===== config.mk =====
export PLATFORM = sky130hd
export DESIGN_NAME = utf16_to_utf8_transcoder_unit_flat
export DESIGN_NICKNAME = d
export VERILOG_FILES = /design/src/rtl/core/u16u8_pkg.sv /design/src/rtl/core/u16u8_if.sv /design/src/rtl/core/utf16_to_utf8_transcoder_unit.sv /design/src/flat_wrapper.sv
export SDC_FILE = /design/constraint.sdc
export NUM_CORES = 1
export LEC_CHECK = 0
export BUFFER_PORTS_ARGS = -buffer_cell sky130_fd_sc_hd__clkbuf_2
export CAP_MARGIN = 25
export CORE_MARGIN = 10
export CORE_UTILIZATION = 30
export DETAILED_ROUTE_END_ITERATION = 8
export PLACE_DENSITY = 0.57
export SYNTH_ARGS = -nofsm -noshare
export SYNTH_HDL_FRONTEND = slang
export SYNTH_SLANG_ARGS = --single-unit

===== constraint.sdc =====
create_clock -name clock -period 2.3 [get_ports clock]
set_input_delay 0.115 -clock clock [delete_from_list [all_inputs] [get_ports clock]]
set_output_delay 0.115 -clock clock [all_outputs]
set_load 0.05 [all_outputs]

===== src/rtl/core/u16u8_pkg.sv =====
// Shared widths and constants for the UTF-16 to UTF-8 transcoder.
`default_nettype none

package u16u8_pkg;

   localparam int UNIT_WIDTH  = 16;
   localparam int BYTE_WIDTH  = 8;
   localparam int MAX_BYTES   = 4;
   localparam int COUNT_WIDTH = $clog2(MAX_BYTES + 1);
   localparam int SURR_WIDTH  = 10;
   localparam int CP_WIDTH    = 21;

   typedef logic [UNIT_WIDTH-1:0]  unit_type;
   typedef logic [BYTE_WIDTH-1:0]  byte_type;
   typedef logic [COUNT_WIDTH-1:0] count_type;
   typedef logic [SURR_WIDTH-1:0]  surr_type;
   typedef logic [CP_WIDTH-1:0]    cp_type;

   localparam unit_type BOM_UNIT      = 16'hFEFF;
   localparam unit_type ONE_BYTE_MAX  = 16'h007F;
   localparam unit_type TWO_BYTE_MAX  = 16'h07FF;
   localparam logic [5:0] HIGH_SURR_TAG = 6'b110110;
   localparam cp_type   SUPP_BASE     = 21'h10000;
   localparam byte_type LEAD_TWO      = 8'hC0;
   localparam byte_type LEAD_THREE    = 8'hE0;
   localparam byte_type LEAD_FOUR     = 8'hF0;
   localparam byte_type CONT_MARK     = 8'h80;

endpackage

`default_nettype wire


===== src/rtl/core/u16u8_if.sv =====
// Request and response channel interfaces for the transcoder.
`default_nettype none

interface u16u8_req_if import u16u8_pkg::*; ();
   logic     valid;
   logic     ready;
   unit_type code_unit;

   modport source (output valid, output code_unit, input ready);
   modport sink   (input valid, input code_unit, output ready);
endinterface

interface u16u8_rsp_if import u16u8_pkg::*; ();
   logic     valid;
   logic     ready;
   byte_type out_byte;
   logic     last_byte;

   modport source (output valid, output out_byte, output last_byte, input ready);
   modport sink   (input valid, input out_byte, input last_byte, output ready);
endinterface

`default_nettype wire


===== src/rtl/core/utf16_to_utf8_transcoder_unit.sv =====
// The first UTF-8 byte of a request is presented the cycle after the request is accepted.
// Throughput: one byte per cycle out while rsp_ch.ready is high; a request yields 1 to 4 bytes,
// or none (a dropped mark or a held high surrogate).
// A new request is taken in the cycle the last buffered byte leaves.
// Reset (synchronous) empties the buffer, clears any held surrogate and swap_ff.
`default_nettype none

module utf16_to_utf8_transcoder_unit import u16u8_pkg::*; (
   input  wire logic        clock,
   input  wire logic        reset,
   input  wire logic        csr_write_enable,
   input  wire logic        csr_write_data,
   u16u8_req_if.sink        req_ch,
   u16u8_rsp_if.source      rsp_ch
);

   logic      swap_ff;
   logic      pend_ff, pend_in;
   surr_type  surr_ff, surr_in;
   count_type cnt_ff, cnt_in;
   byte_type  buf_ff [MAX_BYTES];
   byte_type  buf_in [MAX_BYTES];

   unit_type  raw;
   unit_type  unit;
   cp_type    cp;
   count_type dec_cnt;
   byte_type  dec_buf [MAX_BYTES];
   logic      dec_pend;
   surr_type  dec_surr;
   logic      accept;
   logic      pop;

   assign rsp_ch.valid     = (cnt_ff != '0);
   assign rsp_ch.out_byte  = buf_ff[0];
   assign rsp_ch.last_byte = (cnt_ff == count_type'(1));
   assign pop              = rsp_ch.valid && rsp_ch.ready;
   assign req_ch.ready     = (cnt_ff == '0) || ((cnt_ff == count_type'(1)) && rsp_ch.ready);
   assign accept           = req_ch.valid && req_ch.ready;

   // decode one request into up to four bytes
   always_comb begin
      raw  = req_ch.code_unit;
      unit = swap_ff ? {raw[7:0], raw[15:8]} : raw;
      cp   = {1'b0, surr_ff, unit[SURR_WIDTH-1:0]} + SUPP_BASE;
      dec_cnt  = '0;
      dec_pend = pend_ff;
      dec_surr = surr_ff;
      for (int i = 0; i < MAX_BYTES; i++) begin
         dec_buf[i] = '0;
      end
      priority if (raw == '0) begin
         dec_cnt  = count_type'(1);
         dec_pend = 1'b0;
         dec_surr = '0;
      end else if (pend_ff) begin
         dec_cnt    = count_type'(4);
         dec_buf[0] = LEAD_FOUR | {5'b0, cp[20:18]};
         dec_buf[1] = CONT_MARK | {2'b0, cp[17:12]};
         dec_buf[2] = CONT_MARK | {2'b0, cp[11:6]};
         dec_buf[3] = CONT_MARK | {2'b0, cp[5:0]};
         dec_pend   = 1'b0;
         dec_surr   = '0;
      end else if (raw == BOM_UNIT) begin
         dec_cnt = '0;
      end else if (unit[15:10] == HIGH_SURR_TAG) begin
         dec_pend = 1'b1;
         dec_surr = unit[SURR_WIDTH-1:0];
      end else if (unit <= ONE_BYTE_MAX) begin
         dec_cnt    = count_type'(1);
         dec_buf[0] = unit[7:0];
      end else if (unit <= TWO_BYTE_MAX) begin
         dec_cnt    = count_type'(2);
         dec_buf[0] = LEAD_TWO | {3'b0, unit[10:6]};
         dec_buf[1] = CONT_MARK | {2'b0, unit[5:0]};
      end else begin
         dec_cnt    = count_type'(3);
         dec_buf[0] = LEAD_THREE | {4'b0, unit[15:12]};
         dec_buf[1] = CONT_MARK | {2'b0, unit[11:6]};
         dec_buf[2] = CONT_MARK | {2'b0, unit[5:0]};
      end
   end

   always_comb begin
      pend_in = pend_ff;
      surr_in = surr_ff;
      cnt_in  = cnt_ff;
      for (int i = 0; i < MAX_BYTES; i++) begin
         buf_in[i] = buf_ff[i];
      end
      priority if (accept) begin
         pend_in = dec_pend;
         surr_in = dec_surr;
         cnt_in  = dec_cnt;
         for (int i = 0; i < MAX_BYTES; i++) begin
            buf_in[i] = dec_buf[i];
         end
      end else if (pop) begin
         cnt_in = cnt_ff - count_type'(1);
         for (int i = 0; i < MAX_BYTES - 1; i++) begin
            buf_in[i] = buf_ff[i+1];
         end
         buf_in[MAX_BYTES-1] = '0;
      end else begin
         cnt_in = cnt_ff;
      end
   end

   always_ff @(posedge clock) begin
      if (reset) begin
         swap_ff <= 1'b0;
         pend_ff <= 1'b0;
         surr_ff <= '0;
         cnt_ff  <= '0;
      end else begin
         if (csr_write_enable) begin
            swap_ff <= csr_write_data;
         end
         pend_ff <= pend_in;
         surr_ff <= surr_in;
         cnt_ff  <= cnt_in;
      end
   end

   always_ff @(posedge clock) begin
      for (int i = 0; i < MAX_BYTES; i++) begin
         buf_ff[i] <= buf_in[i];
      end
   end

endmodule

`default_nettype wire


===== src/flat_wrapper.sv =====
// flat-port wrapper written by rule: the top's interface ports become plain ports
module utf16_to_utf8_transcoder_unit_flat import u16u8_pkg::*;
  (clock, reset, csr_write_enable, csr_write_data, req_ch_valid, req_ch_code_unit, req_ch_ready, rsp_ch_valid, rsp_ch_out_byte, rsp_ch_last_byte, rsp_ch_ready);
  u16u8_req_if req_ch_i ();
  u16u8_rsp_if rsp_ch_i ();
  input  wire logic clock;
  input  wire logic reset;
  input  wire logic csr_write_enable;
  input  wire logic csr_write_data;
  input wire logic [$bits(req_ch_i.valid)-1:0] req_ch_valid;
  input wire logic [$bits(req_ch_i.code_unit)-1:0] req_ch_code_unit;
  output wire logic [$bits(req_ch_i.ready)-1:0] req_ch_ready;
  output wire logic [$bits(rsp_ch_i.valid)-1:0] rsp_ch_valid;
  output wire logic [$bits(rsp_ch_i.out_byte)-1:0] rsp_ch_out_byte;
  output wire logic [$bits(rsp_ch_i.last_byte)-1:0] rsp_ch_last_byte;
  input wire logic [$bits(rsp_ch_i.ready)-1:0] rsp_ch_ready;
  assign req_ch_i.valid = req_ch_valid;
  assign req_ch_i.code_unit = req_ch_code_unit;
  assign req_ch_ready = req_ch_i.ready;
  assign rsp_ch_valid = rsp_ch_i.valid;
  assign rsp_ch_out_byte = rsp_ch_i.out_byte;
  assign rsp_ch_last_byte = rsp_ch_i.last_byte;
  assign rsp_ch_i.ready = rsp_ch_ready;
  utf16_to_utf8_transcoder_unit u_core (.clock(clock), .reset(reset), .csr_write_enable(csr_write_enable), .csr_write_data(csr_write_data), .req_ch(req_ch_i), .rsp_ch(rsp_ch_i));
endmodule

==> results by group, run 1 <==
Power
  – Peak VDD IR: 0.286 mV
  – P_sw: 1130 uW
  – Reg power frac: 0.425
  – Int Power: 1710 uW
  – Combinational share of power: 0.404
  – Cell leakage power: 0.00113 uW
  – Clock power share: 0.171
  – Sw frac: 0.399
  – Power per cell area: 930 mW/mm^2
  – Overall Power: 2850 uW

Run status
  – Status: finished, final reports clean

Flow run
  – Max_cap viols: 0

Clock tree
  – CTS Hold Bufs: 0
  – # resized after CTS: 0
  – Clock buffer depth: 2
  – CTS Root Cell: clkbuf_8
  – Num CTS Buffers: 5
  – H-tree depth: 2
  – CTS sink count: 44
  – CTS tree: built
  – Clock slew at reported path FFs: 80 ps
  – Insertion delay to the later sink of the worst-skew pair: 310 ps
  – Post-CTS Setup Repair Bufs: 0

Routing
  – Met2 routed WL: 3310 um
  – Drt wl/cell: 18.2 um
  – Uppermost layer routed: met4
  – Residual DRC: 0
  – Pre-Repair DR Iteration Count: 4
  – Post-Route M1 WL: 3450 um
  – Antenna Nets Post-Route: 0
  – Met3 Wirelength: 475 um
  – Detailed-route wire length: 7320 um
  – Vias: 2,204
  – Vias/cell: 5.47
  – 1st-iter DRT viols: 134

Timing
  – Slew headroom: 0.549
  – Highest Clock Rate: 460 MHz
  – Slew Viols, Final: 0
  – Setup TNS: 0 ps
  – Hold_ws: 77.1 ps
  – Fin crit period: 2170 ps
  – Worst Tran Pin Value: 671 ps
  – RSZ-0062 raised after global routing: false
  – Worst Skew: 14.1 ps
  – Final setup violation count: 0
  – Fin. Hold Viols: 0
  – Final Cycle Share: 0.944

Global route
  – Largest net degree at the start of global routing: 29
  – First-pass GRT wire length: 11,800 um
  – Total Routing Usage GR: 0.113
  – GRT overflow: 0
  – Initial antenna violation count: 0
  – Number of global-route vias before repair: 2,079

Floorplanning
  – Die Span Y: 113 um
  – Core Area: 0.00830 sq mm
  – Initial Utilization: 0.311
  – Die W: 113 um
  – Top Ports: 33
  – FP Rows: 33
  – Die area: 0.0127 sq mm

Critical path
  – R2R cell count: 6
  – Crit-path slowest cell: or3_2
  – Reg-to-reg slack, setup: 130 ps
  – Critical Path End: u_core.buf_ff[2][5]$_DFFE_PP_
  – Worst Setup Path Type: flip-flop to flip-flop
  – FF-to-FF Start: u_core.swap_ff$_SDFFE_PP0P_
  – Startpoint Class: flip-flop
  – CP Cell Sequence: or3_2, o32a_1, buf_4, and2_1, nand4_1, o21ai_1
  – Worst setup EP type: flip-flop
  – FF-to-FF End: u_core.buf_ff[2][5]$_DFFE_PP_
  – CP Depth: 6
  – CP peak stage delay: 470 ps
  – Crit path from: u_core.swap_ff$_SDFFE_PP0P_
  – CP Data Required Time: 2330 ps
  – Top Family by Delay on Critical Path: simple AND/OR/NAND/NOR gates
  – CP Buf/Inv Count: 1
  – CP Max Fanout: 8
  – Worst path arrival time: 2200 ps

Place
  – GPL Wtd Cong: 0.932
  – DP Area: 0.00296 sq mm
  – IO buf count: 32
  – HPWL after DPL: 5580 um

Synth
  – Seq/Total Area, Yosys: 0.454
  – Ys flop type: edfxtp_1
  – Cells after synthesis: 255
  – Mapped Nets: 281
  – Cell type with the largest total area after synthesis: edfxtp_1
  – EDFF count, synth: 29
  – Post-Syn Area: 0.00258 sq mm
  – Synth top area share: 0.338
  – Dominant cells by area after synthesis: edfxtp_1 34%, dfxtp_1 12%, a22oi_2 4.4%
  – Yosys cell types: 54
  – Count leader, synth: edfxtp_1
  – Mean Syn Cell Area: 10.1 sq um
  – Synthesis Warnings: 0
  – FFs w/ async S/R, synth: 0
  – Synth top cells by count: 29 x edfxtp_1, 18 x nor2_1, 15 x a21oi_1, 15 x dfxtp_1, 15 x nand2_1
  – Synth Register Bits: 44

Finish
  – Fin area: 0.00306 sq mm
  – Ant diodes: 0
  – Final #Nets: 323
  – Fillers: 870
  – Area grow syn2layout: 18.6%
  – Share of cells above drive strength 1: 0.275

Worst hold path
  – Worst Hold Class: primary input to flip-flop
## area by class of cell
type	instances	area, sq um	share of cell area
Multi-Input combinational cell	187	1320	0.432
Clock buffer	6	72.6	0.0237
Sequential cell	44	1170	0.383
Clock inverter	2	12.5	0.00409
Timing Repair Buffer	48	305	0.0998
Tap cell	105	131	0.0430
Inverter	11	43.8	0.0143
## cells by family (layout without fill, tap and decap cells)
family / Yosys count / after routing / synth area share
AOI/OAI and AO/OA: 91 / 91 / 0.263
and+or+nand+nor: 74 / 74 / 0.151
xor gates and xnor gates: 2 / 2 / 0.00680
buffers and inverters: 24 / 67 / 0.0398
muxes: 16 / 16 / 0.0650
DFF: 44 / 44 / 0.454
adders and majority gates: 4 / 4 / 0.0194
## power by group through the flow
stage                     logic (uW)  registers, uW  clock network (uW)
final                           1150           1210                 487
after global routing            1240           1230                 525
after CTS                       1140           1210                 488
after detailed placement        1140           1230                   0
after global placement          1140           1220                   0
after floorplan                  590           1420                   0
## per-stage QoR
stage | cells | utilization | setup slack [ps]
2_1_floorplan | 255 | - | 210
3_3_place_gp | 395 | 0.356 | 54.4
3_5_place_dp | 395 | 0.356 | 42.0
4_1_cts | 403 | 0.366 | 47.6
5_1_grt | 403 | 0.368 | 76.2
6_report | 403 | 0.368 | 128
## cell usage in the layout (no fill, tap or decap), drive strengths merged, types with 2 or more instances in the layout
master and instances:
clkbuf 38, edfxtp 29, o21ai 22, nor2 18, a21oi 16, buf 16, nand2 15, dfxtp 15
a22oi 14, a22o 12, inv 11, mux2i 10, nor3 7, mux2 6, nand2b 5, nand4 5
nor4 5, or4 5, o21bai 4, nand3 4, ha 4, or3 4, nor2b 3, o22ai 3
a221o 2, xnor2 2, a31oi 2, o211ai 2, a211oi 2, o31ai 2
## flip-flops by register name, summed over array words and instances (netlist names)
register	flops
u_core.cnt_ff	3
u_core.buf_ff	29
u_core.swap_ff	1
u_core.pend_ff	1
u_core.surr_ff	10
## tightest hold or removal path: stages
cell	delay (ps)
clkbuf_2	70
mux2i_1	60
nor2_1	90
## how the worst min path moves through the flow
stage	cells past startpoint	to	start	slack [ps]
after global routing	3	u_core.swap_ff$_SDFFE_PP0P_	csr_write_data	150
after floorplan	2	u_core.swap_ff$_SDFFE_PP0P_	csr_write_data	260
after global placement	3	u_core.swap_ff$_SDFFE_PP0P_	csr_write_data	410
after detailed placement	3	u_core.swap_ff$_SDFFE_PP0P_	csr_write_data	400
after CTS	3	u_core.swap_ff$_SDFFE_PP0P_	csr_write_data	90
final	3	u_core.swap_ff$_SDFFE_PP0P_	csr_write_data	80
## per-layer routing
| metal | GRT usage | up-vias |
|---|---|---|
| li1 | - | 1074 |
| met3 | 0.0285 | 9 |
| met4 | 0.0305 | 0 |
| met1 | 0.159 | 1052 |
| met5 | 0 | - |
| met2 | 0.165 | 69 |
Note: power is estimated with default switching activity, not from simulation.
==> run 2: changes to the inputs <==
--- a/config.mk
+++ b/config.mk
@@ -7,10 +7,12 @@
 export LEC_CHECK = 0
 export BUFFER_PORTS_ARGS = -buffer_cell sky130_fd_sc_hd__clkbuf_2
 export CAP_MARGIN = 25
+export CELL_PAD_IN_SITES_DETAIL_PLACEMENT = 0
+export CELL_PAD_IN_SITES_GLOBAL_PLACEMENT = 1
 export CORE_MARGIN = 10
 export CORE_UTILIZATION = 30
 export DETAILED_ROUTE_END_ITERATION = 8
-export PLACE_DENSITY = 0.57
+export PLACE_DENSITY = 0.67
 export SYNTH_ARGS = -nofsm -noshare
 export SYNTH_HDL_FRONTEND = slang
 export SYNTH_SLANG_ARGS = --single-unit
==> results by group, run 2 (synthesis gave the netlist of run 1 again) <==
Critical path
  – Worst Setup Path Type: flip-flop to flip-flop
  – CP Depth: 4
  – FF-to-FF Start: u_core.swap_ff$_SDFFE_PP0P_
  – R2R cell count: 4
  – Reg-to-reg slack, setup: 130 ps
  – CP Data Required Time: 2540 ps
  – Worst path arrival time: 2410 ps
  – Top Family by Delay on Critical Path: simple AND/OR/NAND/NOR gates
  – Crit-path slowest cell: nor4_2
  – FF-to-FF End: u_core.surr_ff[4]$_SDFFE_PP0P_
  – CP Max Fanout: 10
  – CP Buf/Inv Count: 0
  – Critical Path End: u_core.surr_ff[4]$_SDFFE_PP0P_
  – Startpoint Class: flip-flop
  – CP Cell Sequence: or3_2, o32a_1, nor4_2, a22o_1
  – Crit path from: u_core.swap_ff$_SDFFE_PP0P_
  – Worst setup EP type: flip-flop
  – CP peak stage delay: 840 ps

Timing
  – Final setup violation count: 0
  – Slew headroom: 0.328
  – Fin crit period: 2170 ps
  – Setup WS post-layout: 132 ps
  – RSZ-0062 raised after global routing: false
  – Final Cycle Share: 0.943
  – Highest Clock Rate: 461 MHz
  – Worst Skew: 11.5 ps
  – Fin. Hold Viols: 0
  – Setup TNS: 0 ps
  – Slew Viols, Final: 0
  – Worst Tran Pin Value: 1000 ps

Clock tree
  – Clock slew at reported path FFs: 80 ps
  – CTS tree: built
  – H-tree depth: 2
  – Post-CTS Setup Repair Bufs: 0
  – Insertion delay to the later sink of the worst-skew pair: 310 ps
  – CTS Hold Bufs: 0
  – CTS sink count: 44
  – Num CTS Buffers: 5
  – Clock buffer depth: 2
  – CTS Root Cell: clkbuf_8

Finish
  – Area grow syn2layout: 19.0%
  – Max reg flops: 29
  – Most common cell after layout, fill and taps aside: clkbuf_2
  – Ant diodes: 0
  – Fin cells: 406
  – Final #Nets: 326
  – Most frequent cells in the layout: 32 x clkbuf_2, 29 x edfxtp_1, 18 x nor2_1
  – Largest regs: u_core.buf_ff x29, u_core.surr_ff x10, u_core.cnt_ff x3
  – Share of cells above drive strength 1: 0.279
  – Most flop-heavy register: u_core.buf_ff

Place
  – HPWL after DPL: 5550 um
  – Post-placement setup slack: 69.2 ps
  – IO buf count: 32
  – GPL Wtd Cong: 0.836
  – Cells after DPL: 398

Global route
  – GRT overflow: 0
  – Largest net degree at the start of global routing: 30
  – Number of global-route vias before repair: 2,274
  – Initial antenna violation count: 0
  – First-pass GRT wire length: 12,500 um
  – Total Routing Usage GR: 0.120

Power
  – P_sw: 1110 uW
  – Sw frac: 0.393
  – Clock power share: 0.174
  – Overall Power: 2830 uW
  – Peak VDD IR: 0.243 mV
  – Reg power frac: 0.426
  – Combinational share of power: 0.400
  – Cell leakage power: 0.00115 uW
  – Int Power: 1720 uW
  – Power per cell area: 922 mW/mm^2

Routing
  – 1st-iter DRT viols: 161
  – Vias: 2,208
  – Antenna Nets Post-Route: 0
  – Detailed-route wire length: 7420 um
  – Pre-Repair DR Iteration Count: 4
  – Drt wl/cell: 18.3 um
  – Vias/cell: 5.44
  – Residual DRC: 0

Floorplanning
  – Die area: 0.0127 sq mm
  – Die W: 113 um
  – FP Rows: 33
  – Die Span Y: 113 um
  – Top Ports: 33
  – Core Area: 0.00830 sq mm
  – Initial Utilization: 0.311

Flow run
  – Max_cap viols: 0

Worst hold path
  – Worst Hold Class: primary input to flip-flop

Run status
  – Status: finished, final reports clean
-- run 2: changes by cell type in the layout (fill, tap and decap cells not counted) --
cell	previous run	this run
o31ai_2	1	0
buf_4	14	17
nor4_4	1	0
nor4_2	0	1
o31ai_1	1	2
-- run 2: area by class of cell --
class,count,area [sq um]
Timing Repair Buffer,51,328
Inverter,11,43.8
Clock buffer,6,72.6
Clock inverter,2,12.5
Fill cell,832,5230
Sequential cell,44,1170
Tap cell,105,131
Multi-Input combinational cell,187,1310
-- run 2: worst reg2reg max path, stage by stage (launching register included) --
cell and delay, ps:
dfxtp_1 340, or3_2 470, o32a_1 230, nor4_2 840
a22o_1 230
-- run 2: repair_timing --
| item | CTS | global route |
|---|---|---|
| endpoints found under the setup margin | 0 | 1 |
| hold endpoints to repair | 0 | 0 |
| gates resized for setup | 0 | 1 |
-- run 2: worst min-delay path by stage --
| stage | from | endpoint | cells after the start |
|---|---|---|---|
| 4_1_cts | csr_write_data | u_core.swap_ff$_SDFFE_PP0P_ | 3 |
| 5_1_grt | csr_write_data | u_core.swap_ff$_SDFFE_PP0P_ | 3 |
| 3_5_place_dp | csr_write_data | u_core.swap_ff$_SDFFE_PP0P_ | 3 |
| 6_report | csr_write_data | u_core.swap_ff$_SDFFE_PP0P_ | 3 |
| 2_1_floorplan | csr_write_data | u_core.swap_ff$_SDFFE_PP0P_ | 2 |
| 3_3_place_gp | csr_write_data | u_core.swap_ff$_SDFFE_PP0P_ | 3 |
-- run 2: through the flow --
step | instance area, sq um | hold slack [ps] | util
3_5_place_dp | 2980 | 407 | 0.359
3_3_place_gp | 2980 | 417 | 0.359
4_1_cts | 3060 | 92.9 | 0.369
6_report | 3070 | 87.5 | 0.370
5_1_grt | 3070 | 95.2 | 0.370
2_1_floorplan | 2580 | 262 | -
-- run 2: metal layers --
metal | track usage | wire length [um] | vias up
met5 | 0 | 0 | -
li1 | - | - | 1076
met1 | 0.160 | 3460 | 1045
met3 | 0.0322 | 552 | 7
met4 | 0.0313 | 68 | 0
met2 | 0.187 | 3340 | 80
-- run 2: power by group through the flow --
stage	registers, uW	clock network [uW]	logic [uW]
finish	1210	491	1130
detailed placement	1230	0	1150
floorplan	1420	0	590
global route	1230	531	1240
CTS	1210	505	1150
global placement	1220	0	1140
==> run 3: changes to the inputs <==
--- a/config.mk
+++ b/config.mk
@@ -13,6 +13,7 @@
 export CORE_UTILIZATION = 30
 export DETAILED_ROUTE_END_ITERATION = 8
 export PLACE_DENSITY = 0.67
+export RECOVER_POWER = 100
 export SYNTH_ARGS = -nofsm -noshare
 export SYNTH_HDL_FRONTEND = slang
 export SYNTH_SLANG_ARGS = --single-unit
==> results by group, run 3 (synthesis gave the netlist of run 1 again) <==
Clock tree
  – Clock buffer depth: 2
  – Num CTS Buffers: 5
  – Insertion delay to the later sink of the worst-skew pair: 310 ps
  – CTS tree: built
  – Post-CTS Setup Repair Bufs: 0
  – CTS sink count: 44
  – H-tree depth: 2
  – CTS Root Cell: clkbuf_8
  – Clock slew at reported path FFs: 80 ps

Timing
  – Fin crit period: 2160 ps
  – Final setup violation count: 0
  – RSZ-0062 raised after global routing: false
  – Final Cycle Share: 0.941
  – Setup WS post-layout: 136 ps
  – Slew Viols, Final: 0
  – Worst Tran Pin Value: 955 ps
  – Setup TNS: 0 ps
  – Slew headroom: 0.358
  – Fin. Hold Viols: 0
  – Highest Clock Rate: 462 MHz
  – Hold_ws: 86.0 ps
  – Worst Skew: 7.44 ps

Global route
  – Total Routing Usage GR: 0.120
  – GRT overflow: 0
  – First-pass GRT wire length: 12,500 um
  – Largest net degree at the start of global routing: 30
  – Initial antenna violation count: 0
  – Number of global-route vias before repair: 2,274

Floorplanning
  – Die W: 113 um
  – Die Span Y: 113 um
  – Initial Utilization: 0.311
  – Die area: 0.0127 sq mm
  – Top Ports: 33
  – FP Rows: 33
  – Core Area: 0.00830 sq mm

Flow run
  – Max_cap viols: 0

Critical path
  – CP Max Fanout: 26
  – CP peak stage delay: 490 ps
  – Worst path arrival time: 2220 ps
  – FF-to-FF Start: u_core.cnt_ff[0]$_SDFFE_PP0P_
  – Startpoint Class: flip-flop
  – FF-to-FF End: u_core.buf_ff[0][0]$_DFFE_PP_
  – Worst Setup Path Type: flip-flop to flip-flop
  – Worst setup EP type: flip-flop
  – Crit-path slowest cell: a221o_1
  – CP Cell Sequence: ha_1, a21oi_1, or2_2, clkbuf_2, a221o_1
  – R2R cell count: 5
  – CP Data Required Time: 2350 ps
  – Reg-to-reg slack, setup: 140 ps

Run status
  – Status: finished, final reports clean

Finish
  – Most common cell after layout, fill and taps aside: edfxtp_1
  – Max reg flops: 29
  – Ant diodes: 0
  – Share of cells above drive strength 1: 0.216
  – Area grow syn2layout: 16.9%
  – Most frequent cells in the layout: 29 x edfxtp_1, 21 x clkbuf_2, 19 x o21ai_0
  – Final #Nets: 326
  – Most flop-heavy register: u_core.buf_ff
  – Largest regs: u_core.buf_ff x29, u_core.surr_ff x10, u_core.cnt_ff x3

Routing
  – Vias/cell: 5.43
  – Antenna Nets Post-Route: 0
  – Pre-Repair DR Iteration Count: 4
  – 1st-iter DRT viols: 163
  – Drt wl/cell: 18.4 um
  – Residual DRC: 0
  – Detailed-route wire length: 7490 um
  – Vias: 2,205

Place
  – Post-placement setup slack: 69.2 ps
  – HPWL after DPL: 5550 um
  – GPL Wtd Cong: 0.836
  – IO buf count: 32

Power
  – Cell leakage power: 0.00109 uW
  – Peak VDD IR: 0.238 mV
  – Power per cell area: 920 mW/mm^2

Worst hold path
  – Min-delay src: csr_write_data
  – Hold path cells: 3
  – Worst Hold Class: primary input to flip-flop
  – Hold Path Sink: u_core.swap_ff$_SDFFE_PP0P_
[run 3: changes by cell type in the layout (fill, tap and decap cells not counted), sizes merged]
cell,previous run,this run
buf,19,13
clkbuf,38,44
[run 3: worst max path at each step]
stage          slack (ps)                     startpoint                             to
6_report              140  u_core.cnt_ff[0]$_SDFFE_PP0P_  u_core.buf_ff[0][0]$_DFFE_PP_
5_1_grt                30    u_core.swap_ff$_SDFFE_PP0P_  u_core.buf_ff[0][2]$_DFFE_PP_
4_1_cts               120  u_core.cnt_ff[1]$_SDFFE_PP0P_  u_core.buf_ff[0][1]$_DFFE_PP_
3_5_place_dp           70            req_ch_code_unit[5]  u_core.buf_ff[0][0]$_DFFE_PP_
3_3_place_gp           50           req_ch_code_unit[13]  u_core.buf_ff[2][0]$_DFFE_PP_
2_1_floorplan         210    u_core.swap_ff$_SDFFE_PP0P_  u_core.buf_ff[0][2]$_DFFE_PP_
[run 3: worst max-delay path: cells and delay by family, from the launching register on]
family,cells,cell delay [ps]
AO/OA/AOI/OAI,2,590
adder cells (fa/ha/maj),1,190
buffers and inverters,1,420
flip-flops,1,390
AND/OR/NAND/NOR,1,320
[run 3: routing by layer]
layer / up-vias / global-route usage / share of wire
li1: 1077 / - / -
met1: 1062 / 0.160 / 0.48
met2: 59 / 0.187 / 0.45
met3: 7 / 0.0322 / 0.056
met4: 0 / 0.0313 / 0.0089
met5: - / 0 / 0
[run 3: layout make-up]
class,instances,area (sq um)
fillers,843,5290
multi-input cells,187,1300
flip-flops and latches,44,1170
repair buffers,51,283
well taps,105,131
clock buffers,6,72.6
inverters,11,43.8
clock inverters,2,12.5
[run 3: stage by stage]
stage                util  instance area, sq um  total power, uW  std cells
global placement    0.359                  2980             2360        398
global route        0.363                  3010             2930        406
detailed placement  0.359                  2980             2370        398
floorplan               -                  2580             2010        255
finish              0.363                  3010             2770        406
CTS                 0.369                  3060             2860        406
[run 3: what timing repair did]
| action | CTS | global route |
|---|---|---|
| setup endpoints to repair | 0 | 1 |
| gates resized for setup | 0 | 1 |
| endpoints found under the hold margin | 0 | 0 |
| hold buffers | 0 | 0 |
[run 3: power by group]
part | internal (uW) | leakage [uW] | switching, uW
logic | 316 | 0.000637 | 757
registers | 1130 | 0.000414 | 72.7
clock network | 213 | 0.0000412 | 280
